===== src/hw/rtl/hhrc_pkg.sv =====
package hhrc_pkg;

    // Configuration register indexes
    typedef logic [2:0] t_cfg_index;
    localparam t_cfg_index CFG_SMOOTHING_GAIN    = 3'd0;
    localparam t_cfg_index CFG_PROPORTIONAL_GAIN = 3'd1;
    localparam t_cfg_index CFG_DEADZONE_DEGREES  = 3'd2;
    localparam t_cfg_index CFG_RUDDER_LOW_LIMIT  = 3'd3;
    localparam t_cfg_index CFG_RUDDER_HIGH_LIMIT = 3'd4;

    localparam int CFG_DATA_W = 16;

    // Register reset values
    localparam logic [15:0] RST_SMOOTHING_GAIN    = 16'd655;
    localparam logic [7:0]  RST_PROPORTIONAL_GAIN = 8'd40;
    localparam logic [7:0]  RST_DEADZONE_DEGREES  = 8'd2;
    localparam logic [7:0]  RST_RUDDER_LOW_LIMIT  = 8'd20;
    localparam logic [7:0]  RST_RUDDER_HIGH_LIMIT = 8'd170;

    // Sample format: degrees with 7 fraction bits
    localparam int          SAMPLE_FRAC_BITS  = 7;
    localparam logic [15:0] SAMPLE_FULL_TURN  = 16'd46080;

    localparam int GAIN_SHIFT = 16;
    localparam int KP_SHIFT   = 4;

    // Heading error after wrapping lies in -180..180
    localparam int ERR_W = 10;
    // Scaled rudder angle before clamping
    localparam int ANG_W = 14;

    localparam logic signed [ANG_W-1:0] ANGLE_CENTRE = 14'sd90;
    localparam logic signed [ANG_W-1:0] ANGLE_MAX    = 14'sd180;

    typedef enum logic [6:0] {
        S_IDLE = 7'b0000001,
        S_DIFF = 7'b0000010,
        S_STEP = 7'b0000100,
        S_UPD  = 7'b0001000,
        S_ERR  = 7'b0010000,
        S_MUL  = 7'b0100000,
        S_ANG  = 7'b1000000
    } t_state;

endpackage


===== src/hw/rtl/heading_hold_rudder_controller.sv =====
// Heading-hold rudder controller. Each input transfer brings a compass sample (degrees, 7
// fraction bits), a flag that marks the sample as a number, and a target heading in whole
// degrees. Valid samples feed an exponential moving-average filter held with
// FILTER_FRACTION_BITS fraction bits (the first valid sample loads it); the filtered heading,
// truncated to whole degrees, is compared with the target and the error is wrapped into
// -180..180. An error whose magnitude is below deadzone_degrees produces no output transfer;
// otherwise the rudder angle 90 + error * proportional_gain / 16 (truncated toward zero) is
// clamped to 0..180, then to the high limit and last to the low limit, and sent together with
// the filtered heading. One signed multiplier is shared by the filter step and the rudder
// gain, so an item occupies the block for a sequence of cycles and o_stall stays high until
// it is done: the difference, then the filter step and update when the filter moves, the
// error, then the gain product and the rudder angle when a result is produced. A result
// that is still waiting on a stalled output holds the last step of the next item until it
// has gone. Configuration writes are taken at any edge with i_cfg_wr_en high and should
// only be issued while the block is idle.
module heading_hold_rudder_controller
    import hhrc_pkg::*;
#(
    parameter int FILTER_FRACTION_BITS = 16
) (
    input  logic                  i_clk,
    input  logic                  i_rst_n,

    input  logic                  i_cfg_wr_en,
    input  logic [2:0]            i_cfg_index,
    input  logic [CFG_DATA_W-1:0] i_cfg_data,

    input  logic                  i_valid,
    output logic                  o_stall,
    input  logic [15:0]           i_heading_sample,
    input  logic                  i_sample_valid,
    input  logic [8:0]            i_target_heading,

    output logic                  o_valid,
    input  logic                  i_stall,
    output logic [7:0]            o_rudder_angle,
    output logic [8:0]            o_filtered_heading
);

    localparam int FB = FILTER_FRACTION_BITS;
    localparam int HW = FB + 9;   // filter state, 0..360 degrees
    localparam int DW = FB + 10;  // wrapped difference, signed
    localparam int SW = FB + 11;  // filter plus step, signed
    localparam int PW = DW + 17;  // shared multiplier product

    localparam logic [HW-1:0]        FULL_TURN_H = {9'd360, {FB{1'b0}}};
    localparam logic signed [DW-1:0] HALF_TURN_D = {10'd180, {FB{1'b0}}};
    localparam logic signed [DW-1:0] FULL_TURN_D = {10'd360, {FB{1'b0}}};
    localparam logic signed [SW-1:0] FULL_TURN_S = {11'd360, {FB{1'b0}}};

    // ---------------------------------------------------------------------------------------
    // Configuration registers
    // ---------------------------------------------------------------------------------------
    logic [15:0] r_smooth_gain;
    logic [7:0]  r_prop_gain;
    logic [7:0]  r_deadzone;
    logic [7:0]  r_rudder_lo;
    logic [7:0]  r_rudder_hi;

    always_ff @(posedge i_clk) begin
        if (!i_rst_n) begin
            r_smooth_gain <= RST_SMOOTHING_GAIN;
            r_prop_gain   <= RST_PROPORTIONAL_GAIN;
            r_deadzone    <= RST_DEADZONE_DEGREES;
            r_rudder_lo   <= RST_RUDDER_LOW_LIMIT;
            r_rudder_hi   <= RST_RUDDER_HIGH_LIMIT;
        end else if (i_cfg_wr_en) begin
            unique case (i_cfg_index)
                CFG_SMOOTHING_GAIN:    r_smooth_gain <= i_cfg_data;
                CFG_PROPORTIONAL_GAIN: r_prop_gain   <= i_cfg_data[7:0];
                CFG_DEADZONE_DEGREES:  r_deadzone    <= i_cfg_data[7:0];
                CFG_RUDDER_LOW_LIMIT:  r_rudder_lo   <= i_cfg_data[7:0];
                CFG_RUDDER_HIGH_LIMIT: r_rudder_hi   <= i_cfg_data[7:0];
                default: ;  // unused index: drop the write
            endcase
        end
    end

    // ---------------------------------------------------------------------------------------
    // Sequencer and datapath registers
    // ---------------------------------------------------------------------------------------
    t_state r_state, n_state;

    logic [15:0]                r_sample;     // sample already wrapped below 360 degrees
    logic                       r_sval;
    logic [8:0]                 r_target;
    logic [HW-1:0]              r_filt;
    logic                       r_started;
    logic signed [DW-1:0]       r_diff;
    logic signed [PW-1:0]       r_prod;
    logic signed [ERR_W-1:0]    r_err;
    logic [8:0]                 r_current;

    logic                       r_out_valid;
    logic [7:0]                 r_out_angle;
    logic [8:0]                 r_out_heading;

    logic in_xfer;
    logic out_free;

    assign in_xfer  = i_valid && !o_stall;
    // The output register can take a new result when empty or being emptied this cycle
    assign out_free = !r_out_valid || !i_stall;

    // ---------------------------------------------------------------------------------------
    // Filter difference: scale the sample to the filter format and wrap into -180..180
    // ---------------------------------------------------------------------------------------
    logic [HW-1:0]        sample_fine;
    logic signed [DW-1:0] diff_raw;
    logic signed [DW-1:0] diff_wrap;

    assign sample_fine = {r_sample, {(FB - SAMPLE_FRAC_BITS){1'b0}}};
    assign diff_raw    = $signed({1'b0, sample_fine}) - $signed({1'b0, r_filt});

    always_comb begin
        priority if (diff_raw > HALF_TURN_D) begin
            diff_wrap = diff_raw - FULL_TURN_D;
        end else if (diff_raw < -HALF_TURN_D) begin
            diff_wrap = diff_raw + FULL_TURN_D;
        end else begin
            diff_wrap = diff_raw;
        end
    end

    // ---------------------------------------------------------------------------------------
    // Shared signed multiplier: filter step in S_STEP, rudder gain in S_MUL
    // ---------------------------------------------------------------------------------------
    logic signed [DW-1:0] mul_a;
    logic signed [16:0]   mul_b;
    logic signed [PW-1:0] mul_p;

    always_comb begin
        if (r_state == S_STEP) begin
            mul_a = r_diff;
            mul_b = $signed({1'b0, r_smooth_gain});
        end else begin
            mul_a = {{(DW - ERR_W){r_err[ERR_W-1]}}, r_err};
            mul_b = $signed({9'd0, r_prop_gain});
        end
    end

    assign mul_p = mul_a * mul_b;

    // ---------------------------------------------------------------------------------------
    // Filter update: step truncated toward zero, then one wrap into 0..360
    // ---------------------------------------------------------------------------------------
    logic signed [PW-1:0] step_round;
    logic signed [PW-1:0] step_shift;
    logic signed [SW-1:0] filt_sum;
    logic signed [SW-1:0] filt_wrap;

    // Bias negative products so the arithmetic shift rounds toward zero
    assign step_round = r_prod[PW-1] ? PW'((1 << GAIN_SHIFT) - 1) : '0;
    assign step_shift = (r_prod + step_round) >>> GAIN_SHIFT;
    assign filt_sum   = $signed({2'b00, r_filt}) + $signed(step_shift[SW-1:0]);

    always_comb begin
        priority if (filt_sum < 0) begin
            filt_wrap = filt_sum + FULL_TURN_S;
        end else if (filt_sum >= FULL_TURN_S) begin
            filt_wrap = filt_sum - FULL_TURN_S;
        end else begin
            filt_wrap = filt_sum;
        end
    end

    // ---------------------------------------------------------------------------------------
    // Heading error in whole degrees and deadzone test
    // ---------------------------------------------------------------------------------------
    logic [8:0]         cur_deg;
    logic signed [10:0] err_raw;
    logic signed [10:0] err_wrap;
    logic signed [10:0] err_mag;
    logic               in_deadzone;

    assign cur_deg = r_filt[HW-1:FB];
    assign err_raw = $signed({2'b00, r_target}) - $signed({2'b00, cur_deg});

    always_comb begin
        priority if (err_raw > 11'sd180) begin
            err_wrap = err_raw - 11'sd360;
        end else if (err_raw < -11'sd180) begin
            err_wrap = err_raw + 11'sd360;
        end else begin
            err_wrap = err_raw;
        end
    end

    assign err_mag     = err_wrap[10] ? -err_wrap : err_wrap;
    assign in_deadzone = err_mag[7:0] < r_deadzone;

    // ---------------------------------------------------------------------------------------
    // Rudder angle: centre plus scaled error, then the clamp chain
    // ---------------------------------------------------------------------------------------
    logic signed [PW-1:0]    ang_round;
    logic signed [PW-1:0]    ang_shift;
    logic signed [ANG_W-1:0] ang_raw;
    logic signed [ANG_W-1:0] ang_clamp;

    assign ang_round = r_prod[PW-1] ? PW'((1 << KP_SHIFT) - 1) : '0;
    assign ang_shift = (r_prod + ang_round) >>> KP_SHIFT;
    assign ang_raw   = $signed(ang_shift[ANG_W-1:0]) + ANGLE_CENTRE;

    always_comb begin
        ang_clamp = ang_raw;
        if (ang_clamp > ANGLE_MAX) begin
            ang_clamp = ANGLE_MAX;
        end
        if (ang_clamp < 0) begin
            ang_clamp = '0;
        end
        // High limit first, low limit last so it wins when the limits cross
        if (ang_clamp > $signed({{(ANG_W - 8){1'b0}}, r_rudder_hi})) begin
            ang_clamp = $signed({{(ANG_W - 8){1'b0}}, r_rudder_hi});
        end
        if (ang_clamp < $signed({{(ANG_W - 8){1'b0}}, r_rudder_lo})) begin
            ang_clamp = $signed({{(ANG_W - 8){1'b0}}, r_rudder_lo});
        end
    end

    // ---------------------------------------------------------------------------------------
    // Next-state logic
    // ---------------------------------------------------------------------------------------
    always_comb begin
        n_state = r_state;
        unique case (r_state)
            S_IDLE: begin
                if (in_xfer) begin
                    n_state = S_DIFF;
                end
            end
            S_DIFF: begin
                // Invalid or first sample: no filter step to take
                if (r_sval && r_started) begin
                    n_state = S_STEP;
                end else begin
                    n_state = S_ERR;
                end
            end
            S_STEP: n_state = S_UPD;
            S_UPD:  n_state = S_ERR;
            S_ERR: begin
                n_state = in_deadzone ? S_IDLE : S_MUL;
            end
            S_MUL:  n_state = S_ANG;
            S_ANG: begin
                if (out_free) begin
                    n_state = S_IDLE;
                end
            end
            default: n_state = S_IDLE;
        endcase
    end

    always_ff @(posedge i_clk) begin
        if (!i_rst_n) begin
            r_state <= S_IDLE;
        end else begin
            r_state <= n_state;
        end
    end

    // Filter state and start flag
    always_ff @(posedge i_clk) begin
        if (!i_rst_n) begin
            r_filt    <= '0;
            r_started <= 1'b0;
        end else if (r_state == S_DIFF && r_sval && !r_started) begin
            r_filt    <= sample_fine;
            r_started <= 1'b1;
        end else if (r_state == S_UPD) begin
            r_filt    <= filt_wrap[HW-1:0];
        end
    end

    // Working registers, no reset needed
    always_ff @(posedge i_clk) begin
        if (r_state == S_IDLE && in_xfer) begin
            // Fold a sample at or above a full turn back once
            r_sample <= (i_heading_sample >= SAMPLE_FULL_TURN)
                        ? i_heading_sample - SAMPLE_FULL_TURN : i_heading_sample;
            r_sval   <= i_sample_valid;
            r_target <= i_target_heading;
        end
        if (r_state == S_DIFF) begin
            r_diff <= diff_wrap;
        end
        if (r_state == S_STEP || r_state == S_MUL) begin
            r_prod <= mul_p;
        end
        if (r_state == S_ERR) begin
            r_err     <= err_wrap[ERR_W-1:0];
            r_current <= cur_deg;
        end
    end

    // Output register
    always_ff @(posedge i_clk) begin
        if (!i_rst_n) begin
            r_out_valid <= 1'b0;
        end else if (r_state == S_ANG && out_free) begin
            r_out_valid <= 1'b1;
        end else if (r_out_valid && !i_stall) begin
            r_out_valid <= 1'b0;
        end
    end

    always_ff @(posedge i_clk) begin
        if (r_state == S_ANG && out_free) begin
            r_out_angle   <= ang_clamp[7:0];
            r_out_heading <= r_current;
        end
    end

    assign o_stall            = (r_state != S_IDLE);
    assign o_valid            = r_out_valid;
    assign o_rudder_angle     = r_out_angle;
    assign o_filtered_heading = r_out_heading;

    // ---------------------------------------------------------------------------------------
    // Assertions
    // ---------------------------------------------------------------------------------------
    a_filter_in_range: assert property (@(posedge i_clk) disable iff (!i_rst_n)
        r_filt < FULL_TURN_H)
        else $error("filtered heading left 0..360");

    a_accept_starts_item: assert property (@(posedge i_clk) disable iff (!i_rst_n)
        in_xfer |=> (r_state == S_DIFF))
        else $error("accepted transfer did not start the sequencer");

    a_rudder_within_limits: assert property (@(posedge i_clk) disable iff (!i_rst_n)
        (o_valid && r_rudder_lo <= r_rudder_hi) |->
            (o_rudder_angle >= r_rudder_lo && o_rudder_angle <= r_rudder_hi))
        else $error("rudder angle outside the configured limits");

    a_result_not_lost: assert property (@(posedge i_clk) disable iff (!i_rst_n)
        (r_state == S_ANG && !out_free) |=> (r_state == S_ANG && o_valid))
        else $error("result dropped while the output was stalled");

endmodule


===== config.mk =====
export PLATFORM = sky130hd
export DESIGN_NAME = heading_hold_rudder_controller
export DESIGN_NICKNAME = d
export VERILOG_FILES = /design/src/hw/rtl/hhrc_pkg.sv /design/src/hw/rtl/heading_hold_rudder_controller.sv
export SDC_FILE = /design/constraint.sdc
export NUM_CORES = 2
export LEC_CHECK = 0
export BUFFER_PORTS_ARGS = -buffer_cell sky130_fd_sc_hd__buf_4
export CORE_ASPECT_RATIO = 0.5
export CORE_MARGIN = 1.5
export CORE_UTILIZATION = 29
export DETAILED_ROUTE_END_ITERATION = 10
export SLEW_MARGIN = 20
export SYNTH_ARGS = -nofsm -noshare
export SYNTH_HDL_FRONTEND = slang
export SYNTH_SLANG_ARGS = --single-unit

===== constraint.sdc =====
create_clock -name i_clk -period 20.3 [get_ports i_clk]
set_clock_uncertainty 0.15 [all_clocks]
set_input_delay 3.045 -clock i_clk [delete_from_list [all_inputs] [get_ports i_clk]]
set_output_delay 3.045 -clock i_clk [all_outputs]
set_load 0.01 [all_outputs]

# == Word-level counts from Yosys, hierarchy flattened ==
# Index checks and enable logic that the tools add are counted.
# word_totals
rom_bits,0
regBits,213
memories,0
out_inout_bits,19
latchBits,0
ramBits,0
# classes
div_mod_pow,0
n_shift,0
eq_ne,14
add_sub_neg,14
n_reduce_logical,23
magnitude_cmp,12
mul,1
bitwise,1
mux,25
# ops
cell,count
$mux W25,4
$mux W26,3
$pmux W7 S7,1
$mux W16,3
$add A43 B17 Y43,1
$mul A26 B17 Y43,1
$mux W14,3
$add A26 B27 Y27,1
$ge A27 B26 Y1 const B,1
$lt A27 B1 Y1 const B,1
$add A26 B26 Y26 const B,1
$gt A26 B25 Y1 const B,1
$lt A26 B25 Y1 const B,1
$sub A25 B25 Y26,1
$sub A26 B26 Y26 const B,1
$add A25 B25 Y25 const B,1
$sub A25 B25 Y25 const B,1
$mux W11,2
$add A18 B5 Y18,1
$ge A16 B16 Y1 const B,1
$mux W8,2
$sub A16 B16 Y16 const B,1
$add A14 B8 Y14 const B,1
$gt A14 B9 Y1,1
35 further kinds,55

# == Logic depth before layout (Yosys ltp) ==
# logic_depth
word_depth,11
ltp_mapped,36
mapped_depth_nobuf,34

# == Worst setup path after synthesis ==
# Ideal clock, no wire load.
# synth_timing
path_kind,register to register
startpoint,reg r_state[0]
endpoint,reg r_prod[41] (data pin)
arrival_time_ns,7.855
slack_ns,12.030
stages_incl_launch_ff,32
cell_sequence,dfxtp_1 or3_1 nor3_1 and3b_1 clkbuf_1 clkbuf_1 buf_1 a21o_1 nand2_1 fa_1 inv_1 fa_1 inv_1 fa_1 inv_1 fa_1 inv_1 fa_1 inv_1 fa_1 ha_1 clkbuf_1 nand2_1 or4_1 o2111ai_1 nand3_1 o31ai_1 a21o_1 a21o_1 a21oi_1 o21ai_0 xor2_1
# synth_between
elab_chain_len,3
elab_cells_between_ends,4
cone_classes,1 x mul; 1 x eq/ne; 2 x mux
# synth_lines
element,line_no,rtl
from (decl),heading_hold_rudder_controller.sv:82,"t_state r_state, n_state;"
from (signal assigned),heading_hold_rudder_controller.sv:259,r_state <= n_state;
$eq A7 B3 Y1 *,heading_hold_rudder_controller.sv:133,if (r_state == S_STEP) begin
$mux W26 / $mux W16 (equally long branches),heading_hold_rudder_controller.sv:133,
$mul A26 B17 Y43 *,heading_hold_rudder_controller.sv:142,assign mul_p = mul_a * mul_b;
named net mul_p[41],heading_hold_rudder_controller.sv:130,logic signed [PW-1:0] mul_p;
to (signal assigned),heading_hold_rudder_controller.sv:289,r_prod <= mul_p;
to (decl),heading_hold_rudder_controller.sv:90,logic signed [PW-1:0] r_prod;
# Mark *: on every way through the listed nets, which the timed path passes. The rest lies on a longest branch.
# A chain may end at the register's enable or synchronous reset.

# == Worst setup path in the final report ==
# Same ends and word-level chain as after synthesis.

==> flow_summary.ini <==
[cts]
clk-insertion-delay-late_ns = 0.53
inserted_clock_buffers = 20
worst_setup_hold_path_clk_slew_ns = 0.08
cts.sinks = 213
clock_root_buffer_master = sky130_fd_sc_hd__clkbuf_16
cts_post_setup_buffers_inserted = 0
post_cts_hold_buffer_count = 0
htree_levels = 1
tritoncts = built
number_of_instances_resized_during_post_cts_repair = 0
max-clock-path-buffers = 3

[worst_setup_path]
start_of_the_worst_register_to_register_path = r_state[0]$_SDFFE_PN1P_
r2r_setup_slack_ns = 10.86
setup.worst_path.start_class = flop
crit-reg2reg-capture = r_prod[41]$_DFFE_PP_
cp.arrival_ns = 9.56
critical_path.most_common_cell = sky130_fd_sc_hd__fa_1
end_kind = flop
timing.setup.critical_path_class = flop to flop
max_stage_delay_ns = 0.81
timing.reg2reg.worst_path_depth = 28
required_ns = 20.42
critPathMaxFanout = 119
critical-path-slowest-cell = sky130_fd_sc_hd__and2_1

[synth]
yosysTopAreaCell = sky130_fd_sc_hd__fa_1
synth_cell_types = 84
synthFlopType = sky130_fd_sc_hd__edfxtp_1
synth-edff-count = 131
synth_warnings = 0
synth_area_leaders = sky130_fd_sc_hd__fa_1, sky130_fd_sc_hd__edfxtp_1, sky130_fd_sc_hd__ha_1, sky130_fd_sc_hd__inv_1, sky130_fd_sc_hd__dfxtp_1
synth.avg_cell_area_sq_um = 9.12
yosys_register_bits = 213
post_synthesis_sequential_area_ratio = 0.195
synth_nets = 3793
yosys.area.top_type_share = 0.285
mappedNetlistArea_sq_um = 28600
synthArstFlopShare = 0
postSynthCellCount = 3133

[placed_design]
gp_congestion = 0.922
hpwl_microns = 62700
io_buffers = 68

[global_routing]
grt_pass1_wl_microns = 125000
grt_start_max_net_pins = 120
initial_antenna_violation_count = 3
grt_remaining_overflow = 0
first_global_vias = 22560
grt_util_all_layers = 0.155

[cells_and_area]
area.growth.synth_to_final_pct = 9.17
finish.net_count = 3799
fin_util = 0.319
antenna_diodes = 0
layout-drive-gt1-share = 0.0593

[min_path]
worstHoldStart = r_current[0]$_DFFE_PN_
hp-class = flop to flop
min_delay_worst_endpoint = o_filtered_heading[0]$_DFFE_PP_
hold_path_depth = 0

[timing]
setup_viol = 0
final.period_utilization = 0.465
drv_slew = 0
final_hold_viol_count = 0
fmax_mhz = 106
setup-tns-final_ns = 0
timing.max_slew.rel_slack = 0.236
final.hold.worst_slack_ns = 0.270
rsz_0062_raised_after_global_routing = false
worst_pin_slew_ns = 1.14
final_period_minus_worst_setup_slack_ns = 9.44

[power_and_ir_drop]
power_per_cell_area_nw_per_um2 = 42.1
peakVddDrop_v = 0.0000454
design_power_total_w = 0.00131
p_leak_nw = 13.8

[floorplanning]
io-pin-count = 69
area_of_the_die_sq_um = 101000
rows = 81
initial_core_util = 0.292
die_height_microns = 225
core_sq_um = 97700
die-width_microns = 447

[detailed_routing]
num_vias = 22226
drt-total-wl_microns = 77500
met2RoutedLength_microns = 37000
wl_met1_microns = 34700
via_per_inst = 4.96
post_drt_wl_per_cell_microns = 17.3
drt.antenna.violating_nets = 0
drt_pass1_iterations = 5
detail_route.iter0.violations = 1575
drc = 0
dr.max_layer_used = met4
met3_length_microns = 4200

[outcome]
status = complete, no violations

[job]
drv.max_cap_violation_count = 0
report_power, final:
part / switching, W / internal [W]
registers: 0.0000142 / 0.000483
clock network: 0.000177 / 0.000217
logic: 0.000250 / 0.000171
total: 0.000441 / 0.000871
critical path: cells and delay by family, from the launching register on:
kind / cells / cell delay [ns]
adders and majority gates: 7 / 3.38
and+or+nand+nor: 8 / 2.78
AOI/OAI and AO/OA: 6 / 1.42
buffers and inverters: 6 / 0.99
DFF: 1 / 0.33
xor gates and xnor gates: 1 / 0.10
cells in the final DEF, fill, tap and decap left out, types with 39 or more instances in the layout:
cell	n
sky130_fd_sc_hd__dfxtp_1	80
sky130_fd_sc_hd__ha_1	203
sky130_fd_sc_hd__xor2_1	39
sky130_fd_sc_hd__nand3_1	57
sky130_fd_sc_hd__fa_1	407
sky130_fd_sc_hd__inv_1	543
sky130_fd_sc_hd__and3_1	165
sky130_fd_sc_hd__a21o_1	66
sky130_fd_sc_hd__nand2_1	425
sky130_fd_sc_hd__a21oi_1	159
sky130_fd_sc_hd__nor2_1	112
sky130_fd_sc_hd__buf_4	88
sky130_fd_sc_hd__edfxtp_1	131
sky130_fd_sc_hd__o21ai_0	58
sky130_fd_sc_hd__xnor2_1	108
state kept, by name, summed over array words and instances, names as in the netlist:
| name | flops |
|---|---|
| r_filt | 25 |
| r_deadzone | 8 |
| o_filtered_heading | 9 |
| r_started | 1 |
| r_target | 9 |
| r_diff | 26 |
| r_err | 10 |
| r_rudder_hi | 8 |
| r_rudder_lo | 8 |
| r_current | 9 |
| r_sample | 16 |
| o_valid | 1 |
| r_sval | 1 |
| o_rudder_angle | 8 |
| r_prod | 43 |
| r_state | 7 |
| r_prop_gain | 8 |
| r_smooth_gain | 16 |
cell families (layout without fill, tap and decap cells):
logic type / count (synthesis) / after routing / synth area share
flops: 213 / 213 / 0.195
mux: 46 / 46 / 0.0176
compound gates: 506 / 506 / 0.119
simple gates: 962 / 962 / 0.163
xor+xnor: 147 / 147 / 0.0451
fa+ha+maj: 611 / 611 / 0.374
buf+inv: 648 / 668 / 0.0852
layer usage:
layer | up-vias | global-route usage
met5 | - | 0
met4 | 0 | 0.0315
met3 | 94 | 0.0167
met2 | 594 | 0.262
met1 | 11152 | 0.215
li1 | 10386 | -
final cells by class:
type | count | area [sq um]
fillers | 10193 | 66500
clock inverters | 11 | 128
well taps | 1328 | 1660
flip-flops and latches | 213 | 5580
repair buffers | 88 | 661
inverters | 544 | 2040
clock buffers | 25 | 539
multi-input cells | 2272 | 20600
through the flow:
step	instances	setup WS, ns	cell area, sq um
after floorplan	3133	12.03	28600
after global placement	4445	11.10	30500
after detailed placement	4445	10.95	30500
after CTS	4481	10.95	31200
after global routing	4481	10.28	31200
final	4481	10.86	31200
how the worst max path moves through the flow:
stage | startpoint | end | slack, ns | cells after the start
finish | r_state[0]$_SDFFE_PN1P_ | r_prod[41]$_DFFE_PP_ | 10.86 | 28
global route | r_state[0]$_SDFFE_PN1P_ | r_prod[41]$_DFFE_PP_ | 10.28 | 28
CTS | r_state[0]$_SDFFE_PN1P_ | r_prod[41]$_DFFE_PP_ | 10.95 | 28
detailed placement | r_state[0]$_SDFFE_PN1P_ | r_prod[41]$_DFFE_PP_ | 10.95 | 28
global placement | r_state[0]$_SDFFE_PN1P_ | r_prod[41]$_DFFE_PP_ | 11.10 | 28
floorplan | r_state[0]$_SDFFE_PN1P_ | r_prod[41]$_DFFE_PP_ | 12.03 | 31
synthesized netlist by cell type, drive strengths merged (19+ instances only):
| cell type | instances |
|---|---|
| a21o | 66 |
| a21oi | 161 |
| and2 | 35 |
| and3 | 165 |
| clkbuf | 99 |
| dfxtp | 82 |
| edfxtp | 131 |
| fa | 407 |
| ha | 203 |
| inv | 544 |
| mux2 | 30 |
| nand2 | 426 |
| nand3 | 57 |
| nand4 | 27 |
| nor2 | 113 |
| nor2b | 19 |
| nor3 | 25 |
| o21a | 27 |
| o21ai | 64 |
| xnor2 | 108 |
| xor2 | 39 |
(Power assumes the default switching activity.)
